**src/hw/rtl/poly1305_two_stream_mac_core_assert.svh**
```systemverilog
// Assertion macros shared by the Poly1305 two-stream MAC core.
`ifndef POLY1305_TWO_STREAM_MAC_CORE_ASSERT_SVH
`define POLY1305_TWO_STREAM_MAC_CORE_ASSERT_SVH

// Checks that cond holds whenever trig holds, in the same cycle.
`define P1305_ASSERT_IMPL(label, trig, cond, msg) \
    label: assert property (@(posedge clk) disable iff (!rst_n) (trig) |-> (cond)) \
        else $error(msg);

// Checks that cond holds in the cycle after trig.
`define P1305_ASSERT_NEXT(label, trig, cond, msg) \
    label: assert property (@(posedge clk) disable iff (!rst_n) (trig) |=> (cond)) \
        else $error(msg);

`endif

```
**src/hw/rtl/p1305_pkg.sv**
```systemverilog
// Shared types, codes and tables of the Poly1305 two-stream MAC core.
`timescale 1ns / 1ps
package p1305_pkg;

    typedef enum logic [1:0] {
        OP_CLEAR = 2'd0,
        OP_AAD   = 2'd1,
        OP_MSG   = 2'd2,
        OP_FINAL = 2'd3
    } op_t;

    typedef enum logic [1:0] {
        JOB_CLEAR = 2'd0,
        JOB_BLOCK = 2'd1,
        JOB_LAST  = 2'd2
    } job_kind_t;

    typedef struct packed {
        job_kind_t    kind;
        logic         hibit;
        logic [127:0] data;
    } job_t;

    localparam int CFG_INDEX_W = 3;
    localparam logic [CFG_INDEX_W-1:0] REG_R_LOW         = 3'd0;
    localparam logic [CFG_INDEX_W-1:0] REG_R_HIGH        = 3'd1;
    localparam logic [CFG_INDEX_W-1:0] REG_PAD_LOW       = 3'd2;
    localparam logic [CFG_INDEX_W-1:0] REG_PAD_HIGH      = 3'd3;
    localparam logic [CFG_INDEX_W-1:0] REG_EXPECTED_LOW  = 3'd4;
    localparam logic [CFG_INDEX_W-1:0] REG_EXPECTED_HIGH = 3'd5;

    localparam logic [31:0] CLAMP_R0 = 32'h0fffffff;
    localparam logic [31:0] CLAMP_RN = 32'h0ffffffc;

    // Multiplier operand codes: r words, then the 5/4-scaled words.
    localparam logic [2:0] RSEL_R0 = 3'd0;
    localparam logic [2:0] RSEL_R1 = 3'd1;
    localparam logic [2:0] RSEL_R2 = 3'd2;
    localparam logic [2:0] RSEL_R3 = 3'd3;
    localparam logic [2:0] RSEL_S1 = 3'd4;
    localparam logic [2:0] RSEL_S2 = 3'd5;
    localparam logic [2:0] RSEL_S3 = 3'd6;

    localparam int NUM_PRODUCTS = 20;
    localparam int STEP_W       = 5;

    typedef struct packed {
        logic [2:0] hsel;
        logic [2:0] rsel;
        logic [2:0] dsel;
    } mul_step_t;

    // Schedule of the partial products: accumulator word, r operand, target sum.
    function automatic mul_step_t mul_step(input logic [STEP_W-1:0] k);
        mul_step_t s;
        s = '0;
        case (k)
            5'd0:    s = '{3'd0, RSEL_R0, 3'd0};
            5'd1:    s = '{3'd1, RSEL_S3, 3'd0};
            5'd2:    s = '{3'd2, RSEL_S2, 3'd0};
            5'd3:    s = '{3'd3, RSEL_S1, 3'd0};
            5'd4:    s = '{3'd0, RSEL_R1, 3'd1};
            5'd5:    s = '{3'd1, RSEL_R0, 3'd1};
            5'd6:    s = '{3'd2, RSEL_S3, 3'd1};
            5'd7:    s = '{3'd3, RSEL_S2, 3'd1};
            5'd8:    s = '{3'd4, RSEL_S1, 3'd1};
            5'd9:    s = '{3'd0, RSEL_R2, 3'd2};
            5'd10:   s = '{3'd1, RSEL_R1, 3'd2};
            5'd11:   s = '{3'd2, RSEL_R0, 3'd2};
            5'd12:   s = '{3'd3, RSEL_S3, 3'd2};
            5'd13:   s = '{3'd4, RSEL_S2, 3'd2};
            5'd14:   s = '{3'd0, RSEL_R3, 3'd3};
            5'd15:   s = '{3'd1, RSEL_R2, 3'd3};
            5'd16:   s = '{3'd2, RSEL_R1, 3'd3};
            5'd17:   s = '{3'd3, RSEL_R0, 3'd3};
            5'd18:   s = '{3'd4, RSEL_S3, 3'd3};
            5'd19:   s = '{3'd4, RSEL_R0, 3'd4};
            default: s = '0;
        endcase
        return s;
    endfunction

endpackage

```
**src/hw/rtl/p1305_jobq.sv**
```systemverilog
// Small job queue between the front end and the block engine.
`timescale 1ns / 1ps
module p1305_jobq #(
    parameter int DEPTH = 2
) (
    input  logic              clk,
    input  logic              rst_n,
    input  logic              push,
    input  p1305_pkg::job_t   push_job,
    output logic              full,
    input  logic              pop,
    output logic              not_empty,
    output p1305_pkg::job_t   head
);

    localparam int PTR_W = (DEPTH > 1) ? $clog2(DEPTH) : 1;
    localparam int CNT_W = $clog2(DEPTH + 1);

    p1305_pkg::job_t     slot_reg [DEPTH];
    logic [PTR_W-1:0]    wr_ptr_reg, rd_ptr_reg;
    logic [CNT_W-1:0]    count_reg;

    assign full      = (count_reg == CNT_W'(DEPTH));
    assign not_empty = (count_reg != '0);
    assign head      = slot_reg[rd_ptr_reg];

    function automatic logic [PTR_W-1:0] bump(input logic [PTR_W-1:0] p);
        return (p == PTR_W'(DEPTH - 1)) ? '0 : p + PTR_W'(1);
    endfunction

    always_ff @(posedge clk)
    begin
        if (push)
            slot_reg[wr_ptr_reg] <= push_job;
    end

    always_ff @(posedge clk or negedge rst_n)
    begin
        if (!rst_n) begin
            wr_ptr_reg <= '0;
            rd_ptr_reg <= '0;
            count_reg  <= '0;
        end else begin
            if (push)
                wr_ptr_reg <= bump(wr_ptr_reg);
            if (pop)
                rd_ptr_reg <= bump(rd_ptr_reg);
            if (push && !pop)
                count_reg <= count_reg + CNT_W'(1);
            else if (pop && !push)
                count_reg <= count_reg - CNT_W'(1);
        end
    end

endmodule

```
**config.mk**
```make
export PLATFORM = sky130hd
export DESIGN_NAME = p1305_jobq
export DESIGN_NICKNAME = d
export VERILOG_FILES = /design/src/hw/rtl/poly1305_two_stream_mac_core_assert.svh /design/src/hw/rtl/p1305_pkg.sv /design/src/hw/rtl/p1305_jobq.sv
export SDC_FILE = /design/constraint.sdc
export NUM_CORES = 1
export LEC_CHECK = 0
export BUFFER_PORTS_ARGS = -buffer_cell sky130_fd_sc_hd__clkbuf_2
export CORE_MARGIN = 8
export CORE_UTILIZATION = 47
export CTS_CLUSTER_DIAMETER = 60
export DETAILED_ROUTE_END_ITERATION = 10
export PLACE_DENSITY = 0.75
export SLEW_MARGIN = 20
export SYNTH_ARGS = -nofsm -noshare
export SYNTH_HDL_FRONTEND = slang
export SYNTH_SLANG_ARGS = --single-unit
```
**constraint.sdc**
```tcl
create_clock -name clk -period 7.2 [get_ports clk]
set_clock_uncertainty 0.15 [all_clocks]
set_input_delay 0.36 -clock clk [delete_from_list [all_inputs] [get_ports clk]]
set_output_delay 0.36 -clock clk [all_outputs]
set_load 0.02 [all_outputs]
```
==> metrics.md, run 1 <==
| Metric | Value |
|---|---|
| Average cell area after synthesis | `23.52 sq um` |
| Pin count of the biggest net entering global routing | `83` |
| Setup_tns | `0 ns` |
| Vias | `5,521` |
| Remaining global-route overflow | `0` |
| FILL cells | `1,362` |
| RSZ-0062 raised after global routing | `false` |
| CTS Buffer Depth | `3` |
| Final hold violation count | `0` |
| Inst Count DP | `956` |
| Initial Utilization | `0.4759` |
| Remaining DRCs | `0` |
| CP Max Fanout | `67` |
| Critical R2R Launch | `wr_ptr_reg$_DFFE_PN0P_` |
| Routed Antenna Nets | `0` |
| Fmax | `329.4 MHz` |
| CTS H-tree depth | `1` |
| IR drop worst, VDD | `0.3279 mV` |
| DP Wirelength | `13.77 mm` |
| Cell Rows | `53` |
| CTS buffer count | `27` |
| Leak | `5.547 nW` |
| Max-cap violations | `0` |
| Core area | `0.02096 sq mm` |
| Post-synthesis to final-layout area growth | `38.67%` |
| Post-synth cell types | `15` |
| Total power | `0.005340 W` |
| Worst reg2reg endpoint | `slot_reg[1][98]$_DFFE_PP_` |
| IO Port Bufs | `267` |
| Clk slew on worst S/H paths | `0.06 ns` |
| #FFs+latches synth | `266` |
| Final min period | `3.035 ns` |
| Syn Std Cell Area | `0.009973 sq mm` |
| Actual slew at the worst max-slew pin | `1.059 ns` |
| Post-Place Worst Slack | `4.416 ns` |
| Max-slew violation count | `0` |
| Mapped Cells | `424` |
| Slew headroom | `0.2942` |
| Antenna violations before repair | `2` |
| Arrival time worst endpoint | `2.53 ns` |
| Hold Crit Class | `primary input to async pin` |
| Gpl congestion | `0.7260` |
| Count of final setup violators | `0` |
| Vias in the first global route | `6,161` |
| Pwr per Cell Area | `386.2 mW/mm^2` |
| Synth warn | `0` |
| Outcome | `finished clean` |
| Vias per inst | `4.830` |
| Final setup margin | `4.165 ns` |
| WL final | `22.00 mm` |
| Final Util | `0.6600` |
| Chip Width | `161.7 um` |
| Crit path launch type | `register` |
| Layout Cells excl Fill | `1,143` |
| Clock latency on the worst-skew pair | `0.52 ns` |
| Setup crit end kind | `output port` |
| I/O Pins | `268` |
| Post-synthesis sequential area ratio | `0.7989` |
| Worst Reg2Reg Path Length in Cells | `2` |
| WL/cell | `19.25 um` |
| Fin nets | `981` |
| Iter 0 DRT Violations | `271` |
| CTS Sinks | `266` |
| Syn Nets | `560` |
| FF-to-FF setup slack | `4.56 ns` |
| CTS Root Buffer Type | `clkbuf_16` |
| GR Util All Layers | `0.1602` |
| Layout cells sized above 1 | `0.5168` |
| Post-CTS Setup Bufs | `0` |
| Req. time, crit path | `6.69 ns` |
| Setup Crit Path Kind | `register to output port` |
| Die area | `0.02614 sq mm` |
| Period utilization | `0.4216` |
| First-pass GRT wire length | `33.24 mm` |
| Die height | `161.7 um` |
| CTS tree | `yes` |
| Total iterations of the first detailed-routing run | `4` |
| Max FFs per register | `262` |
[metal layers]
| layer | track usage | vias to the layer above | routed length [um] |
|---|---|---|---|
| met5 | 0 | - | 0 |
| met4 | 0.04924 | 0 | 528 |
| met3 | 0.04632 | 46 | 1708 |
| met2 | 0.2840 | 236 | 11200 |
| met1 | 0.1848 | 2701 | 8564 |
| li1 | - | 2538 | - |
[metrics by stage]
step | cell area [sq um] | hold slack, ns
floorplan | 9973 | -0.08559
global placement | 11560 | 0.02445
detailed placement | 11560 | 0.02832
CTS | 13790 | 0.01549
global route | 13830 | 0.03247
finish | 13830 | 0.03633
[power breakdown]
part	switching (W)	internal, W
Sequential	0.0000898	0.00206
Combinational	0.00104	0.000772
Clock	0.000548	0.000832
[worst max-delay path by stage]
stage / from / end / slack (ns) / cells after the start
after global placement: push / slot_reg[0][96]$_DFFE_PP_ / 4.49 / 4
after CTS: rd_ptr_reg$_DFFE_PN0P_ / head[6] / 4.15 / 3
after floorplan: wr_ptr_reg$_DFFE_PN0P_ / slot_reg[0][0]$_DFFE_PP_ / 0.22 / 1
after global routing: rd_ptr_reg$_DFFE_PN0P_ / head[6] / 4.07 / 3
final: rd_ptr_reg$_DFFE_PN0P_ / head[110] / 4.16 / 3
after detailed placement: push / slot_reg[0][98]$_DFFE_PP_ / 4.42 / 4
[cell usage in the layout (no fill, tap or decap), types with 4 or more instances in the layout]
cell and n:
dlygate4sd3_1 134, clkbuf_16 27, clkinv_1 6, bufinv_16 4, clkbuf_1 4, xor2_1 4, clkbuf_2 267, mux2_2 51
buf_4 5, mux2_4 80, edfxtp_1 262
[cell type report]
class	instances	area, sq um	share of cell area
multi-input combinational	142	1871	0.1353
antenna	3	7.507	0.0005428
inverter	1	3.754	0.0002714
clock buffer	31	690.7	0.04994
tap	275	344.1	0.02488
clock inverter	18	198.9	0.01439
sequential	266	7971	0.5764
timing repair buffer	407	2743	0.1983
[cells by family after synthesis]
logic type    count (synthesis)  share of synthesized area
fa+ha+maj                     1                   0.001254
buf+inv                      16                    0.01455
xor+xnor                      5                   0.004391
simple gates                  5                   0.002886
flops                       266                     0.7989
mux                         131                     0.1780
[worst max-delay path: stages, from the launching register on]
cell	delay (ns)
dfrtp_4	0.52
buf_4	0.78
mux2_2	0.44
clkbuf_2	0.16
[repair_timing]
| item | 4_1_cts | 5_1_grt |
|---|---|---|
| hold buffers | 134 | 0 |
| hold endpoints to repair | 268 | 0 |
| setup endpoints to repair | 0 | 0 |
| resized for setup | 0 | 0 |
[cell usage after synthesis]
| master | instances | area, sq um |
|---|---|---|
| edfxtp_1 | 262 | 7868 |
| mux2_4 | 80 | 1201 |
| mux2_2 | 51 | 574.3 |
| buf_6 | 9 | 101.4 |
| buf_2 | 5 | 25.02 |
| dfrtp_1 | 4 | 100.1 |
| xor2_1 | 4 | 35.03 |
| nor2b_1 | 2 | 12.51 |
| and2_1 | 1 | 6.260 |
| buf_8 | 1 | 15.01 |
| ha_1 | 1 | 12.51 |
| inv_1 | 1 | 3.750 |
| nor2_1 | 1 | 3.750 |
| or2_2 | 1 | 6.260 |
| xnor2_1 | 1 | 8.760 |
No activity file was read; power rests on OpenSTA's default activity.
==> inputs of run 2 (changes only) <==
Settings changed: CORE_UTILIZATION 47 to 52, PLACE_DENSITY 0.75 to 0.79.
Clock period 7.2 ns to 2.8 ns, I/O delays scaled along.
==> run 2 against run 1 <==
Effect of this change:
- clock power grew to 2.6 times the previous value
- core utilization grew 7.9 points
- sequential cell count is the same
- count of clock-buffer cells in the layout shrank 3
- critical path type unchanged
- worst setup slack lost 3.7 ns
- power grew to 2.6 times the previous value
- worst hold slack gained 0.17 ns
- sequential power grew to 2.6 times the previous value
- sequential share of layout area shrank 0.15 points
- critical path depth is the same
- global-route usage grew 2.7 points
- die area shrank 8.7%
==> metrics.md, run 2 (synthesis gave the netlist of run 1 again) <==
| Metric | Value |
|---|---|
| CTS Hold Buffers Added | `135` |
| Commonest non-fill, non-tap cell in the layout | `clkbuf_2` |
| Post_cts resized | `0` |
| CTS buffer count | `27` |
| RSZ-0062 raised after global routing | `false` |
| Cell Rows | `50` |
| CTS Buffer Depth | `3` |
| Req. time, crit path | `2.51 ns` |
| Vias in the first global route | `6,256` |
| Final hold violation count | `0` |
| Post-CTS Setup Bufs | `0` |
| Final setup margin | `0.4150 ns` |
| CTS Root Buffer Type | `clkbuf_16` |
| CTS Sinks | `266` |
| Total power | `0.01389 W` |
| IR drop worst, VDD | `0.8722 mV` |
| Final instance area | `0.01386 sq mm` |
| Final Util | `0.7387` |
| DP Wirelength | `13.88 mm` |
| Total iterations of the first detailed-routing run | `4` |
| Initial Utilization | `0.5314` |
| FILL cells | `1,054` |
| Routed Antenna Nets | `0` |
| Buf/Inv on CP | `2` |
| Vias | `5,537` |
| Hold Crit Class | `primary input to register` |
| Arrival time worst endpoint | `2.09 ns` |
| Crit path launch type | `register` |
| Post-Place Worst Slack | `0.9467 ns` |
| Leak | `5.593 nW` |
| Pwr per Cell Area | `1002 mW/mm^2` |
| CTS tree | `yes` |
| FF-to-FF setup slack | `1.27 ns` |
| Setup Crit Path Kind | `register to output port` |
| Slew headroom | `0.6893` |
| Remaining DRCs | `0` |
| Most frequent cells in the layout | `clkbuf_2, edfxtp_1, dlygate4sd3_1, mux2_4, mux2_2` |
| WL/cell | `20.85 um` |
| Ant diodes | `0` |
| CTS H-tree depth | `1` |
| IO Port Bufs | `267` |
| Layout Cells excl Fill | `1,100` |
| CP Max Fanout | `31` |
| Inst Count DP | `917` |
| Count of final setup violators | `0` |
| Fin nets | `983` |
| Post-synthesis to final-layout area growth | `39.02%` |
| Antenna violations before repair | `0` |
| I/O Pins | `268` |
| GR Util All Layers | `0.1876` |
| First-pass GRT wire length | `34.96 mm` |
| Remaining global-route overflow | `0` |
| Chip Width | `154.5 um` |
| Pin count of the biggest net entering global routing | `68` |
| Critical-path top delay cell | `dfrtp_4` |
| Fmax | `419.3 MHz` |
| Period utilization | `0.8518` |
| WL final | `22.94 mm` |
| Cell Chain, Critical Path | `buf_4, mux2_2, clkbuf_2` |
| Gpl congestion | `0.7581` |
| CP peak stage delay | `0.54 ns` |
| Layout cells sized above 1 | `0.5196` |
| Vias per inst | `5.034` |
| Outcome | `finished clean` |
| Setup crit end kind | `output port` |
| Max FFs per register | `262` |
| Iter 0 DRT Violations | `333` |
| Die area | `0.02387 sq mm` |
| Core area | `0.01877 sq mm` |
| Max-slew violation count | `0` |
| Actual slew at the worst max-slew pin | `0.4661 ns` |
| Clock latency on the worst-skew pair | `0.51 ns` |
| Clk slew on worst S/H paths | `0.06 ns` |
| Die height | `154.5 um` |
| Max-cap violations | `0` |
| Cell Area, Placed | `0.01160 sq mm` |
| Final min period | `2.385 ns` |
| Top delay family on crit path | `buffers and inverters` |
[run 2: final cells by class]
cell class                 count  area, sq um  area share
clock buffer                  28        679.4     0.04900
multi-input combinational    142         1871      0.1349
timing repair buffer         409         2815      0.2031
inverter                       1        3.754   0.0002707
sequential                   266         7971      0.5750
clock inverter                20        231.5     0.01670
tap                          234        292.8     0.02112
[run 2: layer usage]
layer  wire length [um]  part of all wire  GRT usage
met2              11830              0.52     0.3326
met4                615             0.027    0.05786
met1               8526              0.37     0.2163
met3               1961             0.085    0.05405
met5                  0                 0          0
[run 2: final timing paths]
kind / start / end / cells past startpoint
max reg2reg: wr_ptr_reg$_DFFE_PN0P_ / slot_reg[0][22]$_DFFE_PP_ / 2
min in group asynchronous: rst_n / wr_ptr_reg$_DFFE_PN0P_ / 3
min reg2reg: count_reg[1]$_DFFE_PN0P_ / count_reg[1]$_DFFE_PN0P_ / 1
max in group asynchronous: rst_n / rd_ptr_reg$_DFFE_PN0P_ / 3
min: push_job[50] / slot_reg[0][50]$_DFFE_PP_ / 2
max: rd_ptr_reg$_DFFE_PN0P_ / head[18] / 3
[run 2: power by group]
part	total [W]	leakage [nW]	switching [W]	internal (W)
clock	0.00363	0.448	0.00141	0.00222
combinational	0.00472	2.64	0.00270	0.00202
sequential	0.00554	2.50	0.000254	0.00529
total	0.0139	5.59	0.00436	0.00953
[run 2: worst register-to-register path, stage by stage (launching register included)]
cell and delay [ns]:
dfrtp_1 0.43, nor2b_4 0.19, buf_12 0.32
[run 2: per-stage QoR]
stage	hold WS, ns	TNS (ns)
final	0.2060	0
after global routing	0.1933	0
after detailed placement	-0.1916	0
after CTS	0.1780	0
after global placement	-0.1995	0
after floorplan	-0.3056	-18.45
==> inputs of run 3 (changes only) <==
Settings changed: PLACE_DENSITY 0.79 to 0.84.
==> run 3 against run 2 <==
Effect of this change:
- first-iteration DRC count down 27%
- sequential cell count unchanged
- wire length is 1.7% higher
- non-clock buffer count rose by 4
- die area unchanged
- worst setup slack worse by 0.17 ns
- sequential share of layout area about the same
- cell count rose by 0.55%
- power is 0.29% lower
- core utilization is essentially flat
==> metrics.md, run 3 (synthesis gave the netlist of run 1 again) <==
| Metric | Value |
|---|---|
| Outcome | `finished clean` |
| Post-Place Worst Slack | `0.7937 ns` |
| Die height | `154.5 um` |
| Layout cells sized above 1 | `0.5212` |
| Clock share of power | `0.257` |
| Clk slew on worst S/H paths | `0.06 ns` |
| Clock latency on the worst-skew pair | `0.51 ns` |
| CTS Buffer Depth | `3` |
| Final Util | `0.7386` |
| CP Max Fanout | `36` |
| Setup crit end kind | `output port` |
| Vias | `5,587` |
| Leak | `5.594 nW` |
| IO Port Bufs | `267` |
| WL/cell | `21.08 um` |
| Vias per inst | `5.052` |
| Period utilization | `0.9122` |
| Final hold violation count | `0` |
| Hold Crit Class | `primary input to register` |
| Routed Antenna Nets | `0` |
| Critical-path top delay cell | `dfrtp_4` |
| Chip Width | `154.5 um` |
| Iter 0 DRT Violations | `243` |
| DP Wirelength | `14.05 mm` |
| Remaining global-route overflow | `0` |
| Arrival time worst endpoint | `2.26 ns` |
| Sw power | `0.004397 W` |
| CTS Root Buffer Type | `clkbuf_16` |
| Pin count of the biggest net entering global routing | `73` |
| Setup_tns | `0 ns` |
| Fmax | `391.5 MHz` |
| WL final | `23.32 mm` |
| Cell Chain, Critical Path | `buf_4, mux2_2, clkbuf_2` |
| Post-CTS Setup Bufs | `0` |
| Total power | `0.01385 W` |
| Commonest non-fill, non-tap cell in the layout | `clkbuf_2` |
| CTS tree | `yes` |
| Crit path launch type | `register` |
| Max FFs per register | `262` |
| Slew headroom | `0.6032` |
| Max-cap violations | `0` |
| Most frequent cells in the layout | `clkbuf_2, edfxtp_1, dlygate4sd3_1, mux2_4, mux2_2` |
| Power share of the combinational group | `0.337` |
| Fin nets | `987` |
| CP peak stage delay | `0.81 ns` |
| Actual slew at the worst max-slew pin | `0.5953 ns` |
| Final min period | `2.554 ns` |
| Vias in the first global route | `6,383` |
| I/O Pins | `268` |
| Sw Ratio | `0.3175` |
| Total iterations of the first detailed-routing run | `6` |
| Final instance area | `0.01386 sq mm` |
| Initial Utilization | `0.5314` |
| Max-slew violation count | `0` |
| CTS H-tree depth | `1` |
| Pwr per Cell Area | `999.0 mW/mm^2` |
| Die area | `0.02387 sq mm` |
| IR drop worst, VDD | `0.7069 mV` |
| Core area | `0.01877 sq mm` |
| Post-synthesis to final-layout area growth | `38.99%` |
| P_int | `0.009451 W` |
| Gpl congestion | `0.7299` |
| Final setup margin | `0.2457 ns` |
| Count of final setup violators | `0` |
| Remaining DRCs | `0` |
| First-pass GRT wire length | `35.26 mm` |
| RSZ-0062 raised after global routing | `false` |
| CTS Sinks | `266` |
| Cell Area, Placed | `0.01162 sq mm` |
| CTS buffer count | `27` |
| Cell Rows | `50` |
| Sequential Power Share | `0.406` |
| GR Util All Layers | `0.1891` |
| Antenna violations before repair | `1` |
| Req. time, crit path | `2.51 ns` |
| Setup Crit Path Kind | `register to output port` |
-- run 3: final timing paths --
| kind | from | end | slack, ns | depth (start not counted) |
|---|---|---|---|---|
| setup / recovery | rd_ptr_reg$_DFFE_PN0P_ | head[110] | 0.25 | 3 |
| hold / removal | push_job[75] | slot_reg[0][75]$_DFFE_PP_ | 0.20 | 2 |
| setup reg to reg | wr_ptr_reg$_DFFE_PN0P_ | slot_reg[1][62]$_DFFE_PP_ | 0.92 | 2 |
| hold reg to reg | count_reg[1]$_DFFE_PN0P_ | count_reg[1]$_DFFE_PN0P_ | 0.35 | 1 |
| max in group asynchronous | rst_n | rd_ptr_reg$_DFFE_PN0P_ | 1.94 | 3 |
| min in group asynchronous | rst_n | rd_ptr_reg$_DFFE_PN0P_ | 0.37 | 3 |
-- run 3: layout make-up --
type,instances,area (sq um)
flip-flops and latches,266,7971
fillers,1019,4906
repair buffers,413,2833
multi-input cells,142,1871
clock buffers,29,683.2
well taps,234,292.8
clock inverters,20,205.2
inverters,1,3.754
diodes,1,2.502
-- run 3: layer usage --
metal  track usage  up-vias  wire length [um]
met3       0.05405       53              1875
met1        0.2103     2747              8847
met2        0.3469      249             12050
met4       0.05320        0               542
li1              -     2538                 -
met5             0        -                 0
-- run 3: critical path: cells and delay by family (launching register included) --
kind | cells | cell delay, ns
buf+inv | 2 | 0.55
flops | 1 | 0.81
mux | 1 | 0.37
-- run 3: timing repair --
action	4_1_cts	5_1_grt
endpoints found under the hold margin	270	0
gates resized for setup	0	0
hold buffers	135	0
-- run 3: power by group through the flow --
stage / registers [W] / logic, W / clock network, W
floorplan: 0.00553 / 0.00332 / 0
global placement: 0.00562 / 0.00442 / 0
detailed placement: 0.00569 / 0.00450 / 0
CTS: 0.00562 / 0.00468 / 0.00362
global route: 0.00568 / 0.00491 / 0.00378
finish: 0.00562 / 0.00466 / 0.00356
-- run 3: through the flow --
| step | hold WS [ns] | cells |
|---|---|---|
| after detailed placement | -0.1944 | 921 |
| after global placement | -0.1972 | 921 |
| after floorplan | -0.3056 | 424 |
| final | 0.2048 | 1106 |
| after global routing | 0.1887 | 1106 |
| after CTS | 0.1761 | 1105 |
